===== src/lec_pkg.sv =====
// ----------------------------------------------------------------------------
// lec_pkg: shared types and constants of the line ending converter
// Request layouts, line break codes, style codes and register indexes.
// ----------------------------------------------------------------------------
`default_nettype none

package lec_pkg;

  // Default counter width
  localparam int unsigned COUNT_WIDTH = 32;

  // Width of the count fields in a result
  localparam int unsigned OUT_CNT_WIDTH = 32;

  // Line break characters
  localparam logic [7:0] BYTE_CR = 8'd13;
  localparam logic [7:0] BYTE_LF = 8'd10;

  // Configuration register indexes
  localparam logic CFG_TARGET_STYLE = 1'b0;
  localparam logic CFG_EMIT_ENABLE  = 1'b1;

  // Raw target style codes (code three behaves as LF)
  localparam logic [1:0] STYLE_LF   = 2'd0;
  localparam logic [1:0] STYLE_CRLF = 2'd1;
  localparam logic [1:0] STYLE_CR   = 2'd2;

  // Unpaired break left behind by the previous byte
  typedef enum logic [1:0] {
    PEND_NONE = 2'd0,
    PEND_CR   = 2'd1,
    PEND_LF   = 2'd2
  } pend_e;

  // Input request
  typedef struct packed {
    logic [7:0] in_byte;
    logic       start_of_file;
    logic       start_of_block;
  } lec_in_t;

  // Result request
  typedef struct packed {
    logic [7:0]               out_byte;
    logic                     byte_valid;
    logic                     last_of_run;
    logic [OUT_CNT_WIDTH-1:0] break_count;
    logic [OUT_CNT_WIDTH-1:0] mismatch_count;
    logic [OUT_CNT_WIDTH-1:0] needed_size;
    logic                     saw_zero_byte;
  } lec_out_t;

endpackage

`default_nettype wire


===== src/lec_step.sv =====
// ----------------------------------------------------------------------------
// lec_step: per-byte conversion and counting
// Combinational step from one registered input request and the current state
// to the next state and up to two result requests.
// ----------------------------------------------------------------------------
`default_nettype none

module lec_step
  import lec_pkg::*;
#(
  parameter int unsigned CountWidth = COUNT_WIDTH
) (
  input  lec_in_t               req_i,
  input  logic [1:0]            target_style_i,
  input  logic                  emit_enable_i,
  input  pend_e                 pend_i,
  input  logic [CountWidth-1:0] brk_i,
  input  logic [CountWidth-1:0] mis_i,
  input  logic [CountWidth-1:0] plain_i,
  input  logic [CountWidth-1:0] sum1_i,
  input  logic [CountWidth-1:0] sum2_i,
  input  logic                  zero_i,
  output pend_e                 pend_o,
  output logic [CountWidth-1:0] brk_o,
  output logic [CountWidth-1:0] mis_o,
  output logic [CountWidth-1:0] plain_o,
  output logic [CountWidth-1:0] sum1_o,
  output logic [CountWidth-1:0] sum2_o,
  output logic                  zero_o,
  output lec_out_t              res0_o,
  output lec_out_t              res1_o,
  output logic                  two_o
);

  localparam logic [CountWidth-1:0] CountMax = '1;
  localparam logic [CountWidth-1:0] CountOne = CountWidth'(1);
  localparam logic [CountWidth-1:0] CountTwo = CountWidth'(2);

  logic                  is_cr, is_lf, is_brk, absorbed, counted, mismatch;
  logic                  clear_cnt;
  logic [1:0]            style;
  pend_e                 pend_base;
  logic [CountWidth-1:0] brk_b, mis_b, plain_b, sum1_b, sum2_b, needed;
  logic                  zero_b;
  logic [7:0]            first_byte;
  logic [OUT_CNT_WIDTH-1:0] brk_w, mis_w, need_w;

  // Effective style: the unused code falls back to LF
  always_comb begin
    case (target_style_i)
      STYLE_CRLF: style = STYLE_CRLF;
      STYLE_CR:   style = STYLE_CR;
      default:    style = STYLE_LF;
    endcase
  end

  // Start flags act before the byte
  assign clear_cnt = req_i.start_of_file | req_i.start_of_block;
  assign pend_base = req_i.start_of_file ? PEND_NONE : pend_i;
  assign brk_b     = clear_cnt ? '0 : brk_i;
  assign mis_b     = clear_cnt ? '0 : mis_i;
  assign plain_b   = clear_cnt ? '0 : plain_i;
  assign sum1_b    = clear_cnt ? '0 : sum1_i;
  assign sum2_b    = clear_cnt ? '0 : sum2_i;
  assign zero_b    = clear_cnt ? 1'b0 : zero_i;

  // Classify the byte
  assign is_cr    = (req_i.in_byte == BYTE_CR);
  assign is_lf    = (req_i.in_byte == BYTE_LF);
  assign is_brk   = is_cr | is_lf;
  assign absorbed = (is_cr && pend_base == PEND_LF) || (is_lf && pend_base == PEND_CR);
  assign counted  = is_brk & ~absorbed;
  assign mismatch = counted & (is_cr ? (style == STYLE_LF) : (style != STYLE_LF));

  // Saturating counters; sum1 tracks plain+break, sum2 tracks plain+2*break
  always_comb begin
    brk_o   = brk_b;
    mis_o   = mis_b;
    plain_o = plain_b;
    sum1_o  = sum1_b;
    sum2_o  = sum2_b;
    if (counted) begin
      if (brk_b != CountMax) brk_o = brk_b + CountOne;
    end
    if (mismatch) begin
      if (mis_b != CountMax) mis_o = mis_b + CountOne;
    end
    if (!is_brk) begin
      if (plain_b != CountMax) plain_o = plain_b + CountOne;
    end
    if (counted || !is_brk) begin
      if (sum1_b != CountMax) sum1_o = sum1_b + CountOne;
    end
    if (!is_brk) begin
      if (sum2_b != CountMax) sum2_o = sum2_b + CountOne;
    end else if (counted) begin
      sum2_o = (sum2_b >= CountMax - CountOne) ? CountMax : sum2_b + CountTwo;
    end
  end

  assign zero_o = zero_b | (req_i.in_byte == 8'd0);
  assign pend_o = counted ? (is_cr ? PEND_CR : PEND_LF) : PEND_NONE;
  assign needed = (style == STYLE_CRLF) ? sum2_o : sum1_o;

  // Results show the low bits of the counters, zero-extended when the counters are narrower
  if (CountWidth >= OUT_CNT_WIDTH) begin : g_trunc
    assign brk_w  = brk_o[OUT_CNT_WIDTH-1:0];
    assign mis_w  = mis_o[OUT_CNT_WIDTH-1:0];
    assign need_w = needed[OUT_CNT_WIDTH-1:0];
  end else begin : g_ext
    assign brk_w  = {{(OUT_CNT_WIDTH-CountWidth){1'b0}}, brk_o};
    assign mis_w  = {{(OUT_CNT_WIDTH-CountWidth){1'b0}}, mis_o};
    assign need_w = {{(OUT_CNT_WIDTH-CountWidth){1'b0}}, needed};
  end

  // First emitted byte
  always_comb begin
    if (!is_brk) begin
      first_byte = req_i.in_byte;
    end else if (style == STYLE_LF) begin
      first_byte = BYTE_LF;
    end else begin
      first_byte = BYTE_CR;
    end
  end

  // Result assembly
  always_comb begin
    res0_o.break_count    = brk_w;
    res0_o.mismatch_count = mis_w;
    res0_o.needed_size    = need_w;
    res0_o.saw_zero_byte  = zero_o;
    res1_o.break_count    = brk_w;
    res1_o.mismatch_count = mis_w;
    res1_o.needed_size    = need_w;
    res1_o.saw_zero_byte  = zero_o;
    res1_o.out_byte       = BYTE_LF;
    res1_o.byte_valid     = 1'b1;
    res1_o.last_of_run    = 1'b1;
    if (!emit_enable_i || absorbed) begin
      two_o              = 1'b0;
      res0_o.out_byte    = 8'd0;
      res0_o.byte_valid  = 1'b0;
      res0_o.last_of_run = 1'b1;
    end else begin
      two_o              = counted && (style == STYLE_CRLF);
      res0_o.out_byte    = first_byte;
      res0_o.byte_valid  = 1'b1;
      res0_o.last_of_run = ~two_o;
    end
  end

endmodule

`default_nettype wire


===== src/line_ending_converter_core.sv =====
// ----------------------------------------------------------------------------
// line_ending_converter_core: line break style converter with block counters
// Rewrites CR, LF and CR-LF breaks of a byte stream into the target style and
// keeps saturating per-block counts of breaks, mismatches and output size.
// ----------------------------------------------------------------------------
//  channel  | direction | handshake              | payload
//  ---------+-----------+------------------------+---------------------
//  input    | in        | in_valid_i / in_stall_o| in_req_i  (lec_in_t)
//  result   | out       | out_valid_o/out_stall_i| out_res_o (lec_out_t)
//  config   | in        | cfg_we_i               | cfg_idx_i, cfg_data_i
//
// Each byte goes input register -> step logic -> result register. A byte
// gives one result and a CR-LF break two, so the result port sets the
// rate.
// Reset clears the state, the counters and the valid flags; no clearing pass.
// A stalled result holds; the input register keeps taking requests while a
// finished result waits, and stalls only when both registers are full.
// ----------------------------------------------------------------------------
`default_nettype none

module line_ending_converter_core
  import lec_pkg::*;
#(
  parameter int unsigned CountWidth = COUNT_WIDTH
) (
  input  logic     clk_i,
  input  logic     rst_ni,
  input  logic     in_valid_i,
  output logic     in_stall_o,
  input  lec_in_t  in_req_i,
  output logic     out_valid_o,
  input  logic     out_stall_i,
  output lec_out_t out_res_o,
  input  logic     cfg_we_i,
  input  logic     cfg_idx_i,
  input  logic [1:0] cfg_data_i
);

  logic [1:0] style_q;
  logic       emit_q;

  logic     in_valid_q;
  lec_in_t  in_q;
  logic     out_valid_q, pend2_q;
  lec_out_t out_q, out2_q;

  pend_e                 pend_q, pend_d;
  logic [CountWidth-1:0] brk_q, brk_d, mis_q, mis_d, plain_q, plain_d;
  logic [CountWidth-1:0] sum1_q, sum1_d, sum2_q, sum2_d;
  logic                  zero_q, zero_d;

  lec_out_t res0, res1;
  logic     two;
  logic     out_take, out_done, move, in_take;

  // Handshake
  assign out_take   = out_valid_q & ~out_stall_i;
  assign out_done   = out_take & ~pend2_q;
  assign move       = in_valid_q & (~out_valid_q | out_done);
  assign in_stall_o = in_valid_q & ~move;
  assign in_take    = in_valid_i & ~in_stall_o;

  assign out_valid_o = out_valid_q;
  assign out_res_o   = out_q;

  // Configuration registers
  always_ff @(posedge clk_i or negedge rst_ni) begin
    if (!rst_ni) begin
      style_q <= STYLE_LF;
      emit_q  <= 1'b1;
    end else if (cfg_we_i) begin
      case (cfg_idx_i)
        CFG_TARGET_STYLE: style_q <= cfg_data_i;
        CFG_EMIT_ENABLE:  emit_q  <= cfg_data_i[0];
        default:          ;
      endcase
    end
  end

  // Conversion step
  lec_step #(
    .CountWidth(CountWidth)
  ) u_step (
    .req_i          (in_q),
    .target_style_i (style_q),
    .emit_enable_i  (emit_q),
    .pend_i         (pend_q),
    .brk_i          (brk_q),
    .mis_i          (mis_q),
    .plain_i        (plain_q),
    .sum1_i         (sum1_q),
    .sum2_i         (sum2_q),
    .zero_i         (zero_q),
    .pend_o         (pend_d),
    .brk_o          (brk_d),
    .mis_o          (mis_d),
    .plain_o        (plain_d),
    .sum1_o         (sum1_d),
    .sum2_o         (sum2_d),
    .zero_o         (zero_d),
    .res0_o         (res0),
    .res1_o         (res1),
    .two_o          (two)
  );

  // Block state, updated as a byte leaves the input register
  always_ff @(posedge clk_i or negedge rst_ni) begin
    if (!rst_ni) begin
      pend_q  <= PEND_NONE;
      brk_q   <= '0;
      mis_q   <= '0;
      plain_q <= '0;
      sum1_q  <= '0;
      sum2_q  <= '0;
      zero_q  <= 1'b0;
    end else if (move) begin
      pend_q  <= pend_d;
      brk_q   <= brk_d;
      mis_q   <= mis_d;
      plain_q <= plain_d;
      sum1_q  <= sum1_d;
      sum2_q  <= sum2_d;
      zero_q  <= zero_d;
    end
  end

  // Valid flags
  always_ff @(posedge clk_i or negedge rst_ni) begin
    if (!rst_ni) begin
      in_valid_q  <= 1'b0;
      out_valid_q <= 1'b0;
      pend2_q     <= 1'b0;
    end else begin
      if (in_take) begin
        in_valid_q <= 1'b1;
      end else if (move) begin
        in_valid_q <= 1'b0;
      end
      if (move) begin
        out_valid_q <= 1'b1;
        pend2_q     <= two;
      end else if (out_take && pend2_q) begin
        pend2_q <= 1'b0;
      end else if (out_done) begin
        out_valid_q <= 1'b0;
      end
    end
  end

  // Payload registers
  always_ff @(posedge clk_i) begin
    if (in_take) begin
      in_q <= in_req_i;
    end
    if (move) begin
      out_q  <= res0;
      out2_q <= res1;
    end else if (out_take && pend2_q) begin
      out_q <= out2_q;
    end
  end

endmodule

`default_nettype wire


===== config.mk =====
export PLATFORM = sky130hd
export DESIGN_NAME = line_ending_converter_core
export DESIGN_NICKNAME = d
export VERILOG_FILES = /design/src/lec_pkg.sv /design/src/lec_step.sv /design/src/line_ending_converter_core.sv
export SDC_FILE = /design/constraint.sdc
export NUM_CORES = 1
export LEC_CHECK = 0
export ABC_AREA = 1
export BUFFER_PORTS_ARGS = -buffer_cell sky130_fd_sc_hd__buf_2
export CAP_MARGIN = 20
export CORE_MARGIN = 2
export CORE_UTILIZATION = 50
export CTS_BUF_LIST = sky130_fd_sc_hd__clkbuf_8
export DETAILED_ROUTE_END_ITERATION = 12
export HOLD_SLACK_MARGIN = 0.05
export PLACE_DENSITY = 0.7
export SYNTH_ARGS = -nofsm -noshare
export SYNTH_HDL_FRONTEND = slang
export SYNTH_SLANG_ARGS = --single-unit

===== constraint.sdc =====
create_clock -name clk_i -period 4.85 [get_ports clk_i]
set_input_delay 0.7275 -clock clk_i [delete_from_list [all_inputs] [get_ports clk_i]]
set_output_delay 0.7275 -clock clk_i [all_outputs]
set_load 0.01 [all_outputs]

# ---- After elaboration in Yosys (flattened, before gate mapping)
# Index checks and enable logic that the tools add are counted.
dict set report totals {
  ff_bits 351
  latchBits 0
  ramBits 0
  mem_bits_ro 0
  in_bits 18
  out_inout_bits 109
  word_cells 114
  memories 0
}
dict set report classes {
  addsub 5
  n_mul 0
  n_div 0
  order_cmp 1
  eq_ne 12
  n_shift 0
  n_mux 34
  n_bitwise 19
  reduce_logical 18
}
# op count
set op_table {}
lappend op_table {{$mux 32} 15}
lappend op_table {{$mux 107} 2}
lappend op_table {{$add 32x1->32 const B} 4}
lappend op_table {{$ne 32x32->1 const B} 4}
lappend op_table {{$add 32x2->32 const B} 1}
lappend op_table {{$ge 32x32->1 const B} 1}
lappend op_table {{$eq 8x4->1 const B} 2}
lappend op_table {{$mux 1} 10}
lappend op_table {{$mux 10} 1}
lappend op_table {{$logic_not 8->1} 1}
lappend op_table {{$mux 8} 1}
lappend op_table {{$not 1->1} 8}
lappend op_table {{$reduce_bool 2->1} 4}
lappend op_table {{$and 1x1->1} 7}
lappend op_table {{$eq 2x1->1 const B} 3}
lappend op_table {{$mux 2} 3}
lappend op_table {{$reduce_and 2->1} 3}
lappend op_table {{$eq 2x2->1 const B} 2}
lappend op_table {{$logic_and 1x1->1} 4}
lappend op_table {{$or 1x1->1} 4}
lappend op_table {{$pmux 2 s2} 1}
lappend op_table {{$logic_or 1x1->1} 3}
lappend op_table {{$mux 3} 1}
lappend op_table {{$logic_not 1->1} 2}
lappend op_table {{other kinds (2)} 2}

# ---- Depth between registers and ports, before layout
# Gate-level depths: netlist (run 1).
dict set report depth {
  ltp_word 10
  mapped_depth 21
  ltp_nobuf 16
}

# ---- Modules after synthesis
# A second synthesis (run 1) with hierarchy kept.
dict set report unflattened {
  hier_cells 3532
  area_unflattened_um2 25913.6
}
# mod instances cells_per_inst area_per_inst_um2 seq_area_each_um2
set by_module_without_submodules {}
lappend by_module_without_submodules {line_ending_converter_core 1 1352 15293.4 10956.8}
lappend by_module_without_submodules {lec_step 1 2180 10620.2 0.0}

# ---- Worst setup path before layout (run 1)
# No wires, ideal clock.
dict set report synth_timing {
  kind {input to register}
  startpoint {input port out_stall_i}
  endpoint {register out_q (netlist bit out_res_o[100]) (data pin)}
  setup_time_ns 0.428
  arrival_time_ns 4.834
  t_required_ns 4.422
  path_slack_ns -0.411
  cell_stages 7
  path_buffers 3
  path_cell_list {o21ai_0 > inv_1 > nor2_1 > clkbuf_1 > clkbuf_1 > buf_1 > o21ai_0}
}
dict set report synth_between {
  elab_chain_cells 6
}
# element line
set synth_lines {}
lappend synth_lines {{from (decl)} line_ending_converter_core.sv:32} ;# input logic out_stall_i,
lappend synth_lines {{$not 1->1} line_ending_converter_core.sv:57} ;# assign out_take = out_valid_q & ~out_stall_i;
lappend synth_lines {{$and 1x1->1} line_ending_converter_core.sv:57}
lappend synth_lines {{$and 1x1->1} line_ending_converter_core.sv:58} ;# assign out_done = out_take & ~pend2_q;
lappend synth_lines {{$or 1x1->1} line_ending_converter_core.sv:59} ;# assign move = in_valid_q & (~out_valid_q | out_done);
lappend synth_lines {{$and 1x1->1} line_ending_converter_core.sv:59}
lappend synth_lines {{net move} line_ending_converter_core.sv:54} ;# logic out_take, out_done, move, in_take;
lappend synth_lines {{$mux 107} line_ending_converter_core.sv:155} ;# if (move) begin
lappend synth_lines {{to (signal assigned)} line_ending_converter_core.sv:156} ;# out_q <= res0;
lappend synth_lines {{to (signal assigned)} line_ending_converter_core.sv:159} ;# out_q <= out2_q;
lappend synth_lines {{to (decl)} line_ending_converter_core.sv:45} ;# lec_out_t out_q, out2_q;
# The timed path passes the listed nets, and every way through them passes these cells.
# A chain may end at the register's enable or synchronous reset.

# ---- Final worst setup path (run 1)
dict set report layout_timing {
  startpoint {register in_q[1] (netlist name)}
  endpoint {register out_q (netlist bit out_res_o[15]) (data pin)}
}
dict set report layout_between {
  elab_chain_cells 10
  word_cells_on_any_way 26
  cone_classes {3 x add/sub; 1 x order compare; 4 x eq/ne; 11 x mux; 3 x bitwise; 4 x reduce/logical}
}
# element line
set layout_lines {}
lappend layout_lines {{from (decl)} line_ending_converter_core.sv:43} ;# lec_in_t in_q;
lappend layout_lines {{from (signal assigned)} line_ending_converter_core.sv:153} ;# in_q <= in_req_i;
lappend layout_lines {{branches (longest 8 deep; another with $add 32x2->32)} --}
lappend layout_lines {{$mux 32 (*)} lec_step.sv:103} ;# assign needed = (style == STYLE_CRLF) ? sum2_o : sum1_o;
lappend layout_lines {{$mux 107 (*)} line_ending_converter_core.sv:155}
# Mark *: on every way between the ends.

==> impl_metrics.py, run 1 <==
metrics = {
    "power": {
        "p_comb_frac": 0.159,
        "sw_frac_of_total": 0.306,
        "intPower_w": 0.00544,
        "leakage_nw": 10.3,
        "total_power_w": 0.00784,
        "power_density_nw_per_um2": 340,
        "power_frac_seq": 0.496,
        "p_switching_w": 0.00240,
        "vdd_drop_max_uv": 271,
        "power.share.clock": 0.345,
    },
    "clock_tree": {
        "root_buffer": "clkbuf_8",
        "insertion_delay_ps": 700,
        "cts_setup_buffers": 0,
        "cts_max_path_buffers": 3,
        "cts_made_buffers": 61,
        "clkSlewWorstSetupHoldPaths_ps": 60,
        "cts-hold-fix-buffers": 0,
        "ctsResizeCount": 0,
        "cts_sinks": 351,
        "h-tree-depth": 2,
        "tritoncts": "built",
    },
    "grt": {
        "grt_max_degree": 220,
        "grt_pass1_vias": 18400,
        "antenna_found_initial": 1,
        "overflow": 0,
        "grt_pass1_wl_um": 98400,
        "grt_util_all_layers": 0.285,
    },
    "min_path": {
        "hold_class": "in2async",
    },
    "timing": {
        "hold_violations": 0,
        "setup_violations": 0,
        "slew-limit-headroom": 0.230,
        "drv_slew": 0,
        "grt_setup_unrepaired": "no",
        "clock_skew_ps": 48.1,
        "hold_slack_ps": 181,
        "fin_crit_ps": 3700,
        "worstMarginPinSlew_ps": 1160,
        "fin_tns_setup_ps": 0,
        "min_period_over_period": 0.762,
        "max_freq_ghz": 0.271,
    },
    "yosys": {
        "synthArstFlopShare": 0.390,
        "synth_top_family_by_area": "simple AND/OR/NAND/NOR gates",
        "synth_mux_area_frac": 0.000481,
        "yosysWarningCount": 0,
        "synthSimpleGateAreaFrac": 0.368,
        "avgSynthCellArea_um2": 7.58,
        "synth_cell_types": 44,
        "ys_seq_area_frac": 0.473,
        "ys.flop_type": "edfxtp_1",
        "synth_xor_xnor_area_share": 0.0227,
        "synth-compound-area-share": 0.0592,
        "syn_area_um2": 20800,
        "synth_nets": 2771,
        "synth_edf_count": 214,
        "synthAdderAreaFrac": 0.00421,
        "synthCells": 2746,
        "yosys_register_bits": 351,
    },
    "die": {
        "core-area_um2": 41000,
        "die_w_um": 208,
        "dieArea_um2": 43300,
        "die_h_um": 208,
        "ios": 127,
        "rows": 74,
        "start_util": 0.508,
    },
    "run_status": {
        "status": "complete, no violations",
    },
    "layout": {
        "nets": 2878,
        "fin_cells": 3438,
        "area_growth_pct": 10.7,
        "finalInstanceArea_um2": 23000,
        "drive_gt1_frac": 0.119,
        "diodes": 0,
    },
    "route": {
        "wire_per_inst_um": 17.7,
        "dr.pass1.iters": 6,
        "ant_nets": 0,
        "num_vias": 18900,
        "post_drt_via_cell_ratio": 5.48,
        "initialDrtViolationCount": 1542,
        "wl_um": 60800,
        "drc_errors": 0,
    },
    "placement": {
        "place.gp.congestion": 0.926,
        "place_area_um2": 21800,
        "port_buffers": 126,
        "hpwl_um": 42300,
        "place_inst": 3321,
    },
    "critical_path": {
        "cp.required_ps": 5370,
        "r2r_start": "in_q[1]",
        "crit_fanout": 24,
        "worstSetupStartpoint": "in_q[1]",
        "critical_path_class": "reg2reg",
        "cp.arrival_ps": 4210,
        "cp-start-kind": "flop",
        "end_kind": "flop",
    },
    "job": {
        "max_cap_violations": 0,
    },
}
-- cell type report --
cell class | instances | area [um2]
Fill cell | 3980 | 18000
Sequential cell | 351 | 9860
Multi-Input combinational cell | 2039 | 9500
Clock buffer | 74 | 1020
Inverter | 252 | 948
Timing Repair Buffer | 148 | 847
Tap cell | 532 | 666
Clock inverter | 42 | 216
-- flip-flops by register name, indices dropped and copies added (netlist names), 2 cells and up --
signal and flops:
brk_q 32, in_q 10, mis_q 32, out2_q 97, out_res_o 107, pend_q 2
style_q 2, sum1_q 32, sum2_q 32
-- logic make-up (layout without fill, tap and decap cells) --
logic type      after synthesis  count (layout)
simple gates               1762            1762
compound gates              216             216
fa+ha+maj                     7               7
buf+inv                     356             516
mux                           1               1
flops                       351             351
xor+xnor                     53              53
-- Yosys cell counts (all sizes together), types with 3 or more instances --
library cell	instances	area, um2
nand2	937	3560
nor2	369	1570
nand3	344	1790
inv	252	946
edfxtp	214	6430
o21ai	145	782
dfrtp	136	3400
a31oi	57	357
buf	54	368
clkbuf	50	190
xor2	46	410
and2	37	231
nor3	32	203
nand4	31	224
nand3b	10	75.1
ha	7	87.6
xnor2	7	61.3
a21oi	4	20.0
o211ai	3	22.5
-- power by group through the flow --
stage / logic, W / clock network (W) / registers, W
2_1_floorplan: 0.000779 / 0 / 0.00393
3_3_place_gp: 0.00122 / 0 / 0.00393
3_5_place_dp: 0.00125 / 0 / 0.00393
4_1_cts: 0.00126 / 0.00277 / 0.00388
5_1_grt: 0.00141 / 0.00288 / 0.00392
6_report: 0.00125 / 0.00270 / 0.00389
-- worst max-delay path, stage by stage (launching register included) --
cell and delay (ps):
edfxtp_1 440, inv_1 120, nand2_2 140, nor2_1 430
ha_1 370, inv_1 110, nor2_2 260, nand2_2 130
nor2_4 150, nand2_2 390, inv_1 410, o21ai_0 200
nand3_1 160, nand3_1 80, nand2_1 100
-- per-layer routing --
layer	up-vias	track usage	routed length, um
met5	-	0	0
met4	0	0.119	2610
met3	139	0.0471	4180
met2	648	0.464	27900
met1	8868	0.380	26100
li1	9200	-	-
-- placed cells by master, fill, tap and decap left out, types with 3 or more instances in the layout --
master	netlist	final
nand2_1	921	920
nand3_1	331	331
nor2_1	321	319
inv_1	246	273
edfxtp_1	214	214
dfrtp_1	136	136
buf_2	27	125
o21ai_0	110	110
clkbuf_8	0	74
a31oi_1	57	57
xor2_1	45	45
and2_1	37	37
nor2_2	36	35
nand4_1	29	29
nor3_1	26	26
o21ai_1	20	19
buf_4	4	19
nand2_2	16	16
o21ai_2	15	16
nor2_4	12	15
nand3_2	12	12
nand3b_1	10	10
xnor2_1	7	7
ha_1	7	7
clkinv_2	0	6
inv_2	6	5
nor3_2	4	4
a21oi_1	4	4
clkinv_1	0	4
o211ai_1	3	3
-- metrics by stage --
step	util	worst slack, ps
after floorplan	-	13.2
after global placement	0.531	1310
after detailed placement	0.531	1240
after CTS	0.561	1180
after global routing	0.562	864
final	0.562	1150
-- path summary, 6_finish.rpt --
check,cells past startpoint,slack (ps),endpoint
max in group asynchronous,2,3580,brk_q[25]
setup reg to reg,14,1150,out_res_o[15]
setup / recovery,14,1150,out_res_o[15]
min in group clk_i,1,210,in_q[1]
hold reg to reg,2,480,brk_q[28]
hold / removal,1,180,sum1_q[8]
Power figures use the tool's default switching activity.
==> inputs of run 2 (changes only) <==
- ABC_AREA: 1 -> 0
- PLACE_DENSITY: 0.7 -> 0.68
- clock period: 4.85 -> 3.7 ns (I/O delays scaled with it)
==> impl_metrics.py, run 2 <==
metrics = {
    "run_status": {
        "status": "complete, no violations",
    },
    "timing": {
        "drv_slew": 0,
        "worstMarginPinSlew_ps": 1080,
        "setup_violations": 0,
        "grt_setup_unrepaired": "no",
        "min_period_over_period": 0.967,
        "slew-limit-headroom": 0.263,
        "max_freq_ghz": 0.280,
        "hold_violations": 0,
        "fin_tns_setup_ps": 0,
        "fin_crit_ps": 3580,
        "clock_skew_ps": 21.7,
    },
    "yosys": {
        "synthTopCellsByCount": "nand2_1, edfxtp_1, nor2_1, o21ai_0, dfrtp_1",
        "synthCells": 1900,
        "yosysMostFrequentCell": "nand2_1",
        "syn_area_um2": 18600,
        "ys_seq_area_frac": 0.530,
        "synth.area.top_cells": "edfxtp_1, dfrtp_1, nand2_1",
        "ys.flop_type": "edfxtp_1",
        "synth_nets": 1925,
        "synth_cell_types": 86,
        "synth_edf_count": 214,
        "yosysWarningCount": 0,
        "avgSynthCellArea_um2": 9.79,
        "yosysTopAreaCellShare": 0.346,
        "yosys_register_bits": 351,
        "synthArstFlopShare": 0.390,
        "synth_top_area_cell": "edfxtp_1",
    },
    "layout": {
        "final_common_cell": "nand2_1",
        "mostFrequentLayoutCells": "nand2_1, edfxtp_1, o21ai_0, nor2_1, dfrtp_1",
        "fin_cells": 2608,
        "area_growth_pct": 15.6,
        "post-route-util": 0.587,
        "largest_register_ffs": 107,
        "finalInstanceArea_um2": 21500,
        "nets": 2116,
        "drive_gt1_frac": 0.176,
    },
    "grt": {
        "grt_pass1_wl_um": 86700,
        "grt_util_all_layers": 0.290,
        "antenna_found_initial": 0,
        "grt_pass1_vias": 15100,
        "grt_max_degree": 122,
        "overflow": 0,
    },
    "clock_tree": {
        "cts_sinks": 351,
        "cts_max_path_buffers": 3,
        "clkSlewWorstSetupHoldPaths_ps": 70,
        "root_buffer": "clkbuf_8",
        "insertion_delay_ps": 650,
        "h-tree-depth": 2,
        "tritoncts": "built",
        "cts_made_buffers": 58,
    },
    "min_path": {
        "whs_endpoint": "in_q[4]",
        "min_path_cells": 1,
        "min_from": "in_req_i[4]",
        "hold_class": "in2reg",
    },
    "power": {
        "vdd_drop_max_uv": 219,
        "power_density_nw_per_um2": 403,
        "leakage_nw": 8.51,
    },
    "critical_path": {
        "cp.required_ps": 4090,
        "crit_buf_inv": 2,
        "r2r_slack_ps": 120,
        "end_kind": "flop",
        "cp-start-kind": "flop",
        "rr_worst_depth": 10,
        "r2r_start": "in_q[1]",
        "critical_path_class": "reg2reg",
        "r2r-end": "out_res_o[32]",
        "crit_fanout": 9,
        "critPathMaxStageDelay_ps": 520,
        "crit_chain": "buf_4 > nor4bb_2 > nand2_1 > or4_1 > o311ai_0 > buf_4 > a21oi_1 > xor2_1 > nand2_1 > a221o_1",
        "cp_slowest_cell": "edfxtp_1",
        "cpLargestDelayFamily": "simple AND/OR/NAND/NOR gates",
        "cp.arrival_ps": 3960,
    },
    "die": {
        "dieArea_um2": 38800,
        "start_util": 0.508,
        "core-area_um2": 36600,
        "die_w_um": 197,
        "rows": 70,
        "die_h_um": 197,
        "ios": 127,
    },
    "route": {
        "wire_per_inst_um": 21.6,
        "ant_nets": 0,
        "post_drt_via_cell_ratio": 6.05,
        "wl_um": 56200,
        "dr.pass1.iters": 7,
        "drc_errors": 0,
        "initialDrtViolationCount": 1356,
        "num_vias": 15800,
    },
    "placement": {
        "place_inst": 2498,
        "place_area_um2": 20400,
        "place.gp.congestion": 0.972,
        "port_buffers": 126,
        "hpwl_um": 39100,
    },
    "job": {
        "max_cap_violations": 0,
    },
}
run 2: changes by cell type after synthesis, moves of 57 or more:
cell     delta
o21ai_0    +57
inv_1     -226
nand2_1   -591
nand3_1   -261
nor2_1    -154
a21oi_1    +59
run 2: worst max-delay path by stage:
stage,startpoint,endpoint,slack [ps],cells past startpoint
after floorplan,in_q[1],out_res_o[23],-20,15
after global placement,in_q[1],out_res_o[32],60,10
after detailed placement,in_q[1],out_res_o[32],80,10
after CTS,in_q[1],out_res_o[32],40,10
after global routing,in_q[0],out_res_o[44],3,12
final,in_q[1],out_res_o[32],120,10
run 2: through the flow:
stage / setup WS (ps) / power (W) / hold WS [ps]
floorplan: -22.3 / 0.00516 / 259
global placement: 56.1 / 0.00557 / 411
detailed placement: 82.2 / 0.00558 / 412
CTS: 37.3 / 0.00873 / 50.5
global route: 3.25 / 0.00901 / 58.3
finish: 123 / 0.00866 / 88.8
run 2: report_power, final:
| group | internal [W] | total, W | switching [W] |
|---|---|---|---|
| clock network | 0.00156 | 0.00315 | 0.00160 |
| registers | 0.00445 | 0.00456 | 0.000111 |
| logic | 0.000307 | 0.000947 | 0.000640 |
| total | 0.00631 | 0.00866 | 0.00235 |
run 2: final cells by class:
class | count | area (um2)
inverters | 21 | 86.3
repair buffers | 240 | 1610
clock buffers | 59 | 812
multi-input cells | 1419 | 8320
well taps | 468 | 586
diodes | 1 | 2.50
flip-flops and latches | 351 | 9860
fillers | 3207 | 15100
clock inverters | 49 | 231
run 2: cell families after synthesis:
family / Yosys count / synth area share
AOI/OAI and AO/OA: 429 / 0.147
xor gates and xnor gates: 104 / 0.0490
adders and majority gates: 7 / 0.00471
buffers and inverters: 130 / 0.0281
DFF: 351 / 0.530
muxes: 43 / 0.0254
and+or+nand+nor: 836 / 0.216
run 2: repair_timing:
action                                  in CTS  in global routing
gates resized for setup                      0                  9
buffers inserted                             0                  0
endpoints found under the setup margin       0                 23
endpoints found under the hold margin       16                  0
hold buffers                                 1                  0
run 2: metal layers:
| metal | vias up | GRT usage | routed length, um |
|---|---|---|---|
| li1 | 7335 | - | - |
| met1 | 7731 | 0.389 | 24000 |
| met2 | 581 | 0.481 | 27300 |
| met3 | 128 | 0.0397 | 3050 |
| met4 | 0 | 0.109 | 1900 |
| met5 | - | 0 | 0 |
